`src/hw/rtl/rsc_pkg.sv`:
```
// Shared types, constants and helper functions for the RPN stack calculator.
// No dependencies.
package rsc_pkg;

    localparam int VW    = 48;          // value width, Q31.16
    localparam int FB    = 16;          // fraction bits
    localparam int NUM_W = VW + FB;     // divider numerator width
    localparam int ACC_W = 2 * VW;      // product / quotient accumulator width

    localparam logic [2:0] OP_NUM  = 3'd0;
    localparam logic [2:0] OP_ADD  = 3'd1;
    localparam logic [2:0] OP_SUB  = 3'd2;
    localparam logic [2:0] OP_MUL  = 3'd3;
    localparam logic [2:0] OP_DIV  = 3'd4;
    localparam logic [2:0] OP_MOD  = 3'd5;
    localparam logic [2:0] OP_PRT  = 3'd6;
    localparam logic [2:0] OP_UNK  = 3'd7;

    typedef logic signed [VW-1:0] value_t;

    typedef struct packed {
        logic [2:0] req_type;
        value_t     number_value;
    } token_t;

    typedef struct packed {
        logic       print_valid;
        value_t     printed_value;
        logic       divide_by_zero;
        logic       stack_overflow;
        logic [1:0] empty_pops;
        logic       unknown_command;
    } result_t;

    typedef struct packed {
        logic             start;
        logic             is_div;
        logic [NUM_W-1:0] num;
        logic [VW-1:0]    den;
    } md_req_t;

    typedef struct packed {
        logic             done;
        logic [ACC_W-1:0] acc;
        logic [VW-1:0]    rem;
    } md_rsp_t;

    localparam value_t VMAX = {1'b0, {(VW-1){1'b1}}};
    localparam value_t VMIN = {1'b1, {(VW-1){1'b0}}};

    function automatic logic [VW-1:0] mag(input value_t v);
        mag = v[VW-1] ? (~v + 1'b1) : v;
    endfunction

    // Saturate a sign and magnitude pair back into the signed range.
    function automatic value_t pack_sat(input logic neg, input logic [ACC_W-1:0] m);
        logic [ACC_W-1:0] lim;
        logic [VW-1:0]    lo;
        lim = {{(ACC_W-VW){1'b0}}, 1'b0, {(VW-1){1'b1}}} + {{(ACC_W-1){1'b0}}, neg};
        lo  = m[VW-1:0];
        if (m > lim)
            pack_sat = neg ? VMIN : VMAX;
        else
            pack_sat = neg ? value_t'(~lo + 1'b1) : value_t'(lo);
    endfunction

endpackage

```
`src/hw/rtl/rsc_muldiv.sv`:
```
// Shared radix-2 unit: shift-add multiply and restoring divide on magnitudes.
// Depends on rsc_pkg.
module rsc_muldiv (
    input  logic              clk,
    input  logic              rst_n,
    input  rsc_pkg::md_req_t  req,
    output logic              busy,
    output rsc_pkg::md_rsp_t  rsp
);
    import rsc_pkg::*;

    localparam int CW = $clog2(NUM_W + 1);

    logic             busy_reg;
    logic             done_reg;
    logic [CW-1:0]    cnt_reg;
    logic             div_reg;
    logic [NUM_W-1:0] sh_reg;
    logic [VW-1:0]    den_reg;
    logic [ACC_W-1:0] acc_reg, acc_next;
    logic [VW:0]      rem_reg, rem_next;
    logic             bit_in;
    logic [VW:0]      r2;
    logic             ge;

    always_comb
    begin
        bit_in = sh_reg[NUM_W-1];
        r2     = {rem_reg[VW-1:0], bit_in};
        ge     = r2 >= {1'b0, den_reg};
        if (div_reg)
        begin
            acc_next = {acc_reg[ACC_W-2:0], ge};
            rem_next = ge ? (r2 - {1'b0, den_reg}) : r2;
        end
        else
        begin
            acc_next = {acc_reg[ACC_W-2:0], 1'b0}
                     + (bit_in ? {{(ACC_W-VW){1'b0}}, den_reg} : '0);
            rem_next = rem_reg;
        end
    end

    always_ff @(posedge clk or negedge rst_n)
    begin
        if (!rst_n)
        begin
            busy_reg <= 1'b0;
            done_reg <= 1'b0;
            cnt_reg  <= '0;
        end
        else
        begin
            done_reg <= 1'b0;
            if (req.start)
            begin
                busy_reg <= 1'b1;
                cnt_reg  <= req.is_div ? CW'(NUM_W) : CW'(VW);
            end
            else if (busy_reg)
            begin
                cnt_reg <= cnt_reg - 1'b1;
                if (cnt_reg == CW'(1))
                begin
                    busy_reg <= 1'b0;
                    done_reg <= 1'b1;
                end
            end
        end
    end

    always_ff @(posedge clk)
    begin
        if (req.start)
        begin
            div_reg <= req.is_div;
            // multiplier bits sit at the top so both modes shift from the MSB
            sh_reg  <= req.is_div ? req.num : (req.num << FB);
            den_reg <= req.den;
            acc_reg <= '0;
            rem_reg <= '0;
        end
        else if (busy_reg)
        begin
            sh_reg  <= {sh_reg[NUM_W-2:0], 1'b0};
            acc_reg <= acc_next;
            rem_reg <= rem_next;
        end
    end

    assign busy     = busy_reg;
    assign rsp.done = done_reg;
    assign rsp.acc  = acc_reg;
    assign rsp.rem  = rem_reg[VW-1:0];

endmodule

```
`config.mk`:
```
export PLATFORM = sky130hd
export DESIGN_NAME = rsc_muldiv
export DESIGN_NICKNAME = d
export VERILOG_FILES = /design/src/hw/rtl/rsc_pkg.sv /design/src/hw/rtl/rsc_muldiv.sv
export SDC_FILE = /design/constraint.sdc
export NUM_CORES = 1
export LEC_CHECK = 0
export BUFFER_PORTS_ARGS = -buffer_cell sky130_fd_sc_hd__buf_2
export CORE_MARGIN = 5
export CORE_UTILIZATION = 30
export CTS_BUF_LIST = sky130_fd_sc_hd__clkbuf_4
export DETAILED_ROUTE_END_ITERATION = 8
export PLACE_DENSITY = 0.54
export SLEW_MARGIN = 10
export SYNTH_ARGS = -nofsm -noshare
export SYNTH_HDL_FRONTEND = slang
export SYNTH_SLANG_ARGS = --single-unit
export TNS_END_PERCENT = 50
```
`constraint.sdc`:
```
create_clock -name clk -period 5.5 [get_ports clk]
set_input_delay 0.275 -clock clk [delete_from_list [all_inputs] [get_ports clk]]
set_output_delay 0.275 -clock clk [all_outputs]
set_load 0.05 [all_outputs]
```
Word level (Yosys, flattened, before mapping)
Cells that the tools add are included.

Register bits: 266. Input bits: 116. Output and inout port bits: 146.

Add/sub/neg operators: 3. Order comparisons: 1. Eq/ne operators: 1. Mux-type cells: 15. Reduce and logical (&&, ||, !) cells: 2.

Operators with widths (count): $mux W64 (3); $add A96 B48 Y96 (1); $mux W48 (2); $mux W96 (1); $ge A49 B48 Y1 (1); $sub A48 B48 Y48 (1); $mux W7 (3); $eq A7 B1 Y1 const B (1); $sub A7 B1 Y7 const B (1); $mux W1 (6); $reduce_and A2 Y1 (1); $reduce_bool A2 Y1 (1).

Depth between registers and ports, before layout
Gate-level depths: netlist of the first run.

Depth after elaboration: 4. Depth in mapped cells: 17. Mapped depth without buffers: 15.

Worst setup path before layout of the first run
Ideal clock, no wire load.

Kind: register -> register. From: reg sh_reg[63]. To: reg acc_reg[62]. Library setup time: 0.079 ns. Data arrival time: 3.573 ns. Data required time: 5.421 ns. Setup slack: 1.848 ns. Stages on the path, launching flop included: 14. Path buffers: 3. Period minus slack after synthesis: 3.652 ns. Cell sequence: edfxtp_1 inv_1 clkbuf_1 clkbuf_1 nor2_1 ha_1 buf_4 and4_1 nand2_2 or4_1 o31a_1 or4_4 xor2_1 a211oi_2.

Word-level cells in the longest chain between the ends: 3.

Ends and longest elaborated chain: start, declared (RTL line rsc_muldiv.sv:18) `logic [NUM_W-1:0] sh_reg;`; start signal, assigned (RTL line rsc_muldiv.sv:78) `sh_reg <= req.is_div ? req.num : (req.num << FB);`; start signal, assigned (RTL line rsc_muldiv.sv:85) `sh_reg <= {sh_reg[NUM_W-2:0], 1'b0};`; $mux W48 (RTL line rsc_muldiv.sv:39) `+ (bit_in ? {{(ACC_W-VW){1'b0}}, den_reg} : '0);`; $add A96 B48 Y96 (RTL line rsc_muldiv.sv:39); $mux W96 (RTL line rsc_muldiv.sv:31) `if (div_reg)`; end signal, assigned (RTL line rsc_muldiv.sv:86) `acc_reg <= acc_next;`; end, declared (RTL line rsc_muldiv.sv:20) `logic [ACC_W-1:0] acc_reg, acc_next;`.

No other way between the ends. A chain may end at the register's enable or synchronous reset.

Final worst setup path of the first run
From: reg sh_reg[63]. To: reg acc_reg[85].

The elaborated chain is that of the path after synthesis.

==> results of run 1 <==
==> cells in the mapped netlist (all sizes together), types with 5 or more instances <==
| library cell | n |
|---|---|
| a21o | 62 |
| nand2 | 231 |
| a311oi | 30 |
| o21a | 11 |
| o211ai | 29 |
| and4 | 8 |
| o221ai | 5 |
| a221oi | 5 |
| xnor2 | 74 |
| or2 | 5 |
| nand4 | 48 |
| buf | 43 |
| mux2i | 60 |
| o31ai | 6 |
| nand2b | 13 |
| o22ai | 6 |
| nor3 | 38 |
| nor2 | 280 |
| ha | 98 |
| a211oi | 50 |
| xor2 | 52 |
| inv | 102 |
| nand3 | 51 |
| a21boi | 8 |
| a21oi | 192 |
| and2 | 11 |
| nor4 | 21 |
| or3 | 9 |
| dfxtp | 144 |
| edfxtp | 113 |
| and3 | 33 |
| a31oi | 16 |
| dfrtp | 9 |
| o21bai | 24 |
| or4 | 7 |
| clkbuf | 95 |
| o21ai | 117 |
==> critical path, cell delays in order (launching register included) <==
cell	delay, ps
edfxtp_1	430
inv_1	600
buf_4	420
nor2_1	90
ha_1	380
a21oi_1	320
o21bai_1	110
a21oi_1	210
o221ai_1	200
a21o_1	210
a221oi_1	310
o21a_1	520
nor3_1	140
and3_1	200
a2111oi_0	260
==> cell type report <==
type	count	area, um2
clock inverter	31	188
tap	773	967
sequential	266	6500
timing repair buffer	419	2850
clock buffer	110	826
multi-input combinational	1662	10400
fill	6032	36900
antenna	5	12.5
inverter	102	383
==> power by group through the flow <==
stage	Combinational [mW]	Sequential, mW	Clock (mW)
global placement	2.47	2.53	0
detailed placement	2.48	2.53	0
global route	2.82	2.52	2.17
finish	2.58	2.49	1.97
floorplan	1.49	2.87	0
CTS	2.58	2.49	2.07
==> layer usage <==
metal | track usage [%] | up-vias | part of all wire (%)
li1 | - | 8625 | -
met1 | 24.6 | 8384 | 44
met2 | 30.5 | 522 | 47
met3 | 3.14 | 153 | 5.0
met4 | 8.12 | 0 | 3.8
met5 | 0 | - | 0
==> timing repair <==
item / in CTS / in global routing
endpoints found under the hold margin: 164 / 0
hold buffers: 140 / 0
setup buffers: 0 / 0
==> kinds of logic (layout without fill, tap and decap cells) <==
kind of cell	after synthesis	count (layout)
buffers and inverters	240	662
AOI/OAI and AO/OA	607	607
other	0	5
DFF	266	266
muxes	61	61
xor gates and xnor gates	126	126
and+or+nand+nor	768	768
adders and majority gates	100	100
==> path summary, 6_finish.rpt <==
| kind | start | end | cells after the start |
|---|---|---|---|
| min in group asynchronous | rst_n | cnt_reg[2] | 3 |
| worst max-delay path | sh_reg[63] | acc_reg[85] | 14 |
| worst min register to register | acc_reg[95] | acc_reg[95] | 2 |
| worst max register to register | sh_reg[63] | acc_reg[85] | 14 |
| max in group asynchronous | rst_n | cnt_reg[1] | 3 |
| worst min-delay path | req[3] | den_reg[3] | 2 |
==> results.py, run 1 <==
metrics = {
    "cells_and_area": {
        "nets": 2745,
        "final_common_cell": "nor2_1",
        "layout_common_cells": "277 x nor2_1, 260 x buf_2, 228 x nand2_1",
        "fin_util_pct": 37.5,
        "layout-drive-gt1-share_pct": 16.9,
        "syn2layout_area_growth_pct": 23.8,
        "largest_reg_flops": 96,
        "final_area_mm2": 0.0222,
        "final_cells": 3368,
    },
    "timing": {
        "finalMaxSlewViolations": 0,
        "setup_tns_ps": 0,
        "relSlewSlack_pct": 29.5,
        "max_freq_mhz": 220,
        "period_needed_ps": 4550,
        "layout_setup_ws_ps": 951,
        "rsz0062_at_grt": "no",
        "fin_crit_sh_pct": 82.7,
        "final-setup-viol-count": 0,
        "clock_skew_ps": 58.3,
        "tightest_slew_ps": 1060,
        "finalHoldViolCount": 0,
        "holdWs_ps": 178,
    },
    "clock_network": {
        "tritoncts": "done",
        "insertion_delay_ps": 830,
        "cts.repair.resized": 0,
        "clockBufferDepth": 3,
        "clk_pin_slew_ps": 70,
        "cts-root-buf": "clkbuf_4",
        "cts_buffers": 78,
        "cts_num_sinks": 266,
        "htreeDepth": 3,
    },
    "grt": {
        "antenna_found_initial": 3,
        "grt_max_degree": 97,
        "globalRouteTotalUtil_pct": 18.7,
        "grt_pass1_wl_mm": 96.8,
        "grt_pass1_vias": 17100,
        "overflow": 0,
    },
    "logic_synthesis": {
        "synth-edff-count": 113,
        "synth_seq_cells": 266,
        "netlist.area_leader.share_pct": 18.9,
        "synth.avg_cell_area_um2": 8.26,
        "synth_top_family_by_area": "compound AO/OA/AOI/OAI gates",
        "syn_area_mm2": 0.0179,
        "synth_compound_area_share_pct": 22.1,
        "ys_warn_count": 0,
        "yosysTopAreaCell": "edfxtp_1",
        "synth-async-reset-ratio_pct": 3.38,
        "ys_seq_area_share_pct": 36.3,
        "synthMuxAreaShare_pct": 3.42,
        "synth-simple-area-share_pct": 19.5,
        "yosys-top-cells-area": "edfxtp_1 19%, dfxtp_1 16%, ha_1 6.8%",
        "syn-instance-count": 2168,
        "synth-adder-area-share_pct": 7.07,
        "syn-num-nets": 2384,
        "synth-xor-area-share_pct": 6.16,
        "ys.flop_type": "dfxtp_1",
        "synth_cell_types": 88,
    },
    "placed_design": {
        "gp_congestion": 0.904,
        "portBuffers": 261,
        "dpl_cell_area_mm2": 0.0198,
        "dp_cells": 3082,
        "dp.final_hpwl_mm": 45.6,
        "dp_slack_ps": 970,
    },
    "detailed_routing": {
        "num_vias": 17700,
        "vias_per_cell": 5.25,
        "drcViolationCount": 0,
        "drt-total-wl_mm": 63.2,
        "drtPass1Iterations": 6,
        "drtIter0Drc": 1116,
        "ant_nets": 0,
        "routedWlPerCell_um": 18.8,
    },
    "status": {
        "outcome": "finished clean",
    },
    "run": {
        "maxCapViolations": 0,
    },
    "die": {
        "die_h_um": 254,
        "initial_core_util_pct": 30.3,
        "num_rows": 89,
        "core_mm2": 0.0591,
        "dieArea_mm2": 0.0647,
        "fp.dieW_um": 254,
        "ios": 262,
    },
    "setup_path": {
        "cp-end-kind": "flop",
        "path_class": "reg -> reg",
        "critPathLaunchType": "flop",
        "cp.required_ps": 6160,
        "reg2reg_slack_ps": 950,
        "critical_path_arrival_ps": 5210,
        "worstPathMaxFanout": 25,
    },
    "power": {
        "p_leak_nw": 9.64,
        "pwr-share-comb_pct": 36.7,
        "switching_share_pct": 40.5,
        "peakVddDrop_uv": 149,
        "p_clk_share_pct": 28.0,
        "p_sw_mw": 2.85,
        "total_power_mw": 7.05,
        "intPower_mw": 4.20,
        "p_per_area_mw_per_mm2": 318,
        "p_seq_share_pct": 35.4,
    },
    "min_path": {
        "hold_class": "in -> reg",
    },
}
Note: power is estimated with default switching activity, not from simulation.
==> run 2: changes to the inputs <==
Settings changed: ABC_AREA set to 1.
Clock period 5.5 ns to 4.26 ns, I/O delays scaled along.
==> results.py, run 2 <==
metrics = {
    "status": {
        "outcome": "finished clean",
    },
    "min_path": {
        "hold_class": "in -> reg",
        "holdPathStages": 2,
    },
    "logic_synthesis": {
        "synth.avg_cell_area_um2": 6.13,
        "syn-instance-count": 3428,
        "synth.cells.most_frequent": "1169 x nand2_1, 667 x inv_1, 312 x nor2_1, 215 x nand3_1, 159 x a21oi_1",
        "syn_area_mm2": 0.0210,
        "ys_warn_count": 0,
        "ys_seq_area_share_pct": 30.9,
        "yosysTopAreaCell": "nand2_1",
        "synth_cell_types": 47,
        "synth-async-reset-ratio_pct": 3.38,
        "synth.most_common_cell": "nand2_1",
        "yosys-top-cells-area": "nand2_1 21%, edfxtp_1 16%, dfxtp_1 14%",
        "syn-num-nets": 3644,
        "synth_seq_cells": 266,
        "ys.flop_type": "dfxtp_1",
        "netlist.area_leader.share_pct": 20.9,
        "synth-edff-count": 113,
    },
    "cells_and_area": {
        "nFillCells": 7859,
        "final_common_cell": "nand2_1",
        "fin_util_pct": 37.0,
        "seqCellArea_mm2": 0.00650,
        "layout-drive-gt1-share_pct": 11.3,
        "syn2layout_area_growth_pct": 22.8,
        "final_cells": 4849,
        "largest_reg_flops": 96,
        "nets": 4059,
        "multi_input_area_mm2": 0.0116,
        "layout_common_cells": "1169 x nand2_1, 665 x inv_1, 310 x nor2_1",
    },
    "run": {
        "maxCapViolations": 0,
    },
    "clock_network": {
        "cts_num_sinks": 266,
        "insertion_delay_ps": 870,
        "clk_pin_slew_ps": 60,
        "cts.repair.resized": 0,
        "tritoncts": "done",
        "htreeDepth": 3,
        "clockBufferDepth": 3,
        "cts_buffers": 83,
        "cts-root-buf": "clkbuf_4",
    },
    "placed_design": {
        "dp_cells": 4558,
        "gp_congestion": 0.957,
        "portBuffers": 261,
        "dp.final_hpwl_mm": 65.0,
    },
    "setup_path": {
        "cp_slowest_stage_delay_ps": 470,
        "path_class": "reg -> reg",
        "cp.depth": 15,
        "critical_path_arrival_ps": 4150,
        "critPathTopFamily": "simple AND/OR/NAND/NOR gates",
        "cp.required_ps": 4960,
        "worstPathMaxFanout": 47,
        "critPathBufInv": 1,
        "path_common_cell": "nand2_1",
        "cp-end-kind": "flop",
        "crit_chain": "buf_4 -> nand2_1 -> fa_1 -> o21ai_1 -> nand2_1 -> nand2_1 -> nand2_1 -> nand2_1 -> nand2_1 -> nand2_1 -> nand2_1 -> nand3_1 -> nand3_1 -> nand3_1 -> nand2_1",
        "critPathLaunchType": "flop",
        "rr_worst_depth": 15,
        "slowest_stage": "buf_4",
    },
    "power": {
        "peakVddDrop_uv": 211,
        "p_leak_nw": 13.4,
        "p_per_area_mw_per_mm2": 362,
    },
    "timing": {
        "final-setup-viol-count": 0,
        "fin_crit_sh_pct": 80.9,
        "finalHoldViolCount": 0,
        "max_freq_mhz": 290,
        "period_needed_ps": 3450,
        "relSlewSlack_pct": 29.2,
        "tightest_slew_ps": 1060,
        "setup_tns_ps": 0,
        "holdWs_ps": 85.7,
        "clock_skew_ps": 66.2,
        "finalMaxSlewViolations": 0,
        "rsz0062_at_grt": "no",
    },
    "detailed_routing": {
        "drcViolationCount": 0,
        "drtPass1Iterations": 6,
        "drt-total-wl_mm": 83.9,
        "routedWlPerCell_um": 17.3,
        "vias_per_cell": 4.74,
        "ant_nets": 0,
        "drtIter0Drc": 1837,
        "num_vias": 23000,
    },
    "grt": {
        "overflow": 0,
        "grt_pass1_vias": 21900,
        "grt_max_degree": 83,
        "antenna_found_initial": 2,
        "grt_pass1_wl_mm": 127,
        "globalRouteTotalUtil_pct": 21.5,
    },
    "die": {
        "die_h_um": 275,
        "ios": 262,
        "dieArea_mm2": 0.0755,
        "initial_core_util_pct": 30.1,
        "fp.dieW_um": 275,
        "num_rows": 97,
        "core_mm2": 0.0698,
    },
}
[run 2: cell count changes after synthesis, sizes merged, moves of 28 or more]
cell and change:
a211oi -50, inv +571, xnor2 -52, a311oi -30
a21o -58, nor2 +39, a21oi -32, and3 -33
nand3 +167, clkbuf -30, mux2i -60, nand2 +944
o221ai +28
[run 2: where the power goes]
group / internal [mW] / total, mW / switching (mW)
Combinational: 1.04 / 3.38 / 2.34
Clock: 1.49 / 2.76 / 1.26
Sequential: 2.95 / 3.20 / 0.250
Total: 5.49 / 9.33 / 3.85
[run 2: worst reg2reg max path: stages, from the launching register on]
cell,delay [ps]
edfxtp_1,370
buf_4,470
nand2_1,190
fa_1,470
o21ai_1,360
nand2_1,100
nand2_1,210
nand2_1,80
nand2_1,140
nand2_1,90
nand2_1,190
nand2_1,80
nand3_1,280
nand3_1,120
nand3_1,110
nand2_1,60
[run 2: cells by family after synthesis]
| logic type | after synthesis | synth area share [%] |
|---|---|---|
| buffers and inverters | 764 | 13.9 |
| DFF | 266 | 30.9 |
| and+or+nand+nor | 1842 | 35.9 |
| AOI/OAI and AO/OA | 399 | 10.9 |
| xor gates and xnor gates | 57 | 2.37 |
| adders and majority gates | 100 | 6.02 |
[run 2: area by class of cell]
cell class,instances,area share (%)
Clock buffer,122,3.55
Multi-Input combinational cell,2398,45.0
Sequential cell,266,25.2
Antenna cell,2,0.0194
Inverter,674,9.81
Timing Repair Buffer,420,11.1
Clock inverter,27,0.775
Tap cell,940,4.56
[run 2: layer usage]
layer | vias up | global-route usage, % | wire, um
met5 | - | 0 | 13
met4 | 2 | 6.04 | 1950
met3 | 114 | 4.34 | 5790
met2 | 685 | 34.3 | 37300
met1 | 10500 | 29.7 | 38900
li1 | 11700 | - | -
[run 2: through the flow]
stage | area (um2) | worst slack, ps | power (mW)
6_report | 25800 | 814 | 9.33
5_1_grt | 25800 | 419 | 9.96
4_1_cts | 25800 | 799 | 9.44
3_5_place_dp | 23300 | 835 | 6.49
3_3_place_gp | 23300 | 867 | 6.51
2_1_floorplan | 21000 | 794 | 5.48
[run 2: final timing paths]
path / startpoint / endpoint / slack, ps
max: sh_reg[63] / acc_reg[51] / 810
min: req[10] / den_reg[10] / 90
max reg2reg: sh_reg[63] / acc_reg[51] / 810
min reg2reg: acc_reg[95] / acc_reg[95] / 480
max in group asynchronous: rst_n / cnt_reg[3] / 3540
min in group asynchronous: rst_n / cnt_reg[2] / 400
[run 2: timing repair]
item                      CTS  global route
hold buffers              140             0
hold endpoints to repair  143             0
buffers inserted            0             0
==> run 3: changes to the inputs <==
Settings changed: PLACE_DENSITY 0.54 to 0.55.
Clock period 4.26 ns to 2.8 ns, I/O delays scaled along.
==> results.py, run 3 (synthesis results as in run 2) <==
metrics = {
    "grt": {
        "antenna_found_initial": 2,
        "overflow": 0,
        "globalRouteTotalUtil_pct": 21.9,
        "grt_max_degree": 84,
        "grt_pass1_wl_mm": 130,
        "grt_pass1_vias": 22500,
    },
    "clock_network": {
        "tritoncts": "done",
        "cts_buffers": 80,
        "cts_num_sinks": 266,
        "clk_pin_slew_ps": 80,
        "insertion_delay_ps": 880,
        "cts-root-buf": "clkbuf_4",
        "clockBufferDepth": 3,
        "htreeDepth": 3,
    },
    "placed_design": {
        "gp_congestion": 0.967,
        "dp_slack_ps": -167,
        "dp.final_hpwl_mm": 65.6,
        "portBuffers": 261,
    },
    "cells_and_area": {
        "layout_common_cells": "1109 x nand2_1, 653 x inv_1, 260 x buf_2",
        "layout-drive-gt1-share_pct": 21.8,
        "nFillCells": 7419,
        "largest_reg_flops": 96,
        "syn2layout_area_growth_pct": 39.1,
        "nets": 4273,
        "seqCellArea_mm2": 0.00650,
        "multi_input_area_mm2": 0.0131,
        "final_common_cell": "nand2_1",
    },
    "timing": {
        "rsz0062_at_grt": "yes",
        "final-setup-viol-count": 0,
        "clock_skew_ps": 85.4,
        "max_freq_mhz": 361,
        "fin_crit_sh_pct": 99.0,
        "layout_setup_ws_ps": 27.4,
        "relSlewSlack_pct": 37.4,
        "period_needed_ps": 2770,
        "finalHoldViolCount": 0,
        "tightest_slew_ps": 940,
        "finalMaxSlewViolations": 0,
    },
    "setup_path": {
        "cp_slowest_stage_delay_ps": 410,
        "cp-end-kind": "flop",
        "crit_chain": "buf_4 -> buf_12 -> nand2_1 -> inv_1 -> ha_1 -> a21oi_2 -> o21ai_0 -> buf_4 -> a21oi_4 -> buf_4 -> o21bai_1 -> buf_4 -> buf_4 -> o21bai_1 -> nand3_1 -> nand2_1 -> nand2_1",
        "critPathLaunchType": "flop",
        "slowest_stage": "edfxtp_1",
        "reg2reg_slack_ps": 30,
        "worstPathMaxFanout": 19,
        "cp.required_ps": 3540,
        "critPathBufInv": 7,
        "critical_path_arrival_ps": 3510,
        "path_class": "reg -> reg",
        "path_common_cell": "buf_4",
        "critPathTopFamily": "buffers and inverters",
    },
    "detailed_routing": {
        "vias_per_cell": 4.73,
        "routedWlPerCell_um": 17.2,
        "ant_nets": 0,
        "drtPass1Iterations": 5,
        "drcViolationCount": 0,
        "drt-total-wl_mm": 87.0,
        "num_vias": 23900,
        "drtIter0Drc": 1695,
    },
    "run": {
        "maxCapViolations": 0,
    },
    "power": {
        "peakVddDrop_uv": 279,
        "p_leak_nw": 14.8,
        "p_per_area_mw_per_mm2": 516,
        "total_power_mw": 15.1,
    },
    "die": {
        "num_rows": 97,
        "die_h_um": 275,
        "dieArea_mm2": 0.0755,
        "core_mm2": 0.0698,
        "initial_core_util_pct": 30.1,
        "fp.dieW_um": 275,
        "ios": 262,
    },
    "status": {
        "outcome": "finished clean",
    },
    "min_path": {
        "hold_class": "in -> reg",
    },
}
-- run 3: through the flow --
step	std cells	setup TNS, ps	cell area [um2]	hold slack, ps	util (%)
final	5056	0	29300	165	41.9
after global routing	5056	-3000	29300	115	41.9
after CTS	5034	0	27600	59.2	39.5
after detailed placement	4711	-799	24600	15.4	35.3
after global placement	4711	-1000	24600	16.1	35.3
after floorplan	3428	0	21000	-156	-
-- run 3: area by class of cell --
cell class / instances / share of cell area (%)
tap: 940 / 4.02
multi-input combinational: 2398 / 44.9
timing repair buffer: 637 / 16.7
clock inverter: 20 / 0.385
inverter: 674 / 8.66
clock buffer: 120 / 3.08
sequential: 266 / 22.2
antenna: 1 / 0.00856
-- run 3: what timing repair did --
item,4_1_cts,5_1_grt
endpoints found under the setup margin,33,125
endpoints found under the hold margin,149,0
pin swaps,0,37
gates resized for setup,20,351
hold buffers,183,0
buffers inserted,0,15
gates cloned,0,6
-- run 3: routing by layer --
| metal | global-route usage (%) | part of all wire, % | routed length [um] | up-vias |
|---|---|---|---|---|
| met2 | 34.8 | 44 | 38700 | 758 |
| li1 | - | - | - | 12100 |
| met4 | 6.73 | 2.8 | 2420 | 2 |
| met5 | 0 | 0.015 | 13 | - |
| met3 | 4.22 | 7.0 | 6120 | 149 |
| met1 | 30.1 | 46 | 39700 | 10900 |
-- run 3: worst paths after layout --
| check | depth (start not counted) | endpoint | startpoint |
|---|---|---|---|
| max | 17 | acc_reg[35] | sh_reg[63] |
| min | 4 | sh_reg[5] | req[53] |
| max reg2reg | 17 | acc_reg[35] | sh_reg[63] |
| min reg2reg | 2 | acc_reg[95] | acc_reg[95] |
| max in group asynchronous | 3 | cnt_reg[1] | rst_n |
| min in group asynchronous | 3 | busy | rst_n |
-- run 3: power by group --
part	leakage [nW]	switching (mW)	total [mW]	internal, mW
logic	11.7	3.89	6.20	2.31
registers	2.49	0.430	4.92	4.49
clock network	0.606	2.00	3.97	1.97
total	14.8	6.32	15.1	8.78
-- run 3: tightest hold or removal path, cell delays in order --
cell and delay (ps):
dlygate4sd3_1 520, buf_2 90, inv_1 40, o21ai_0 140
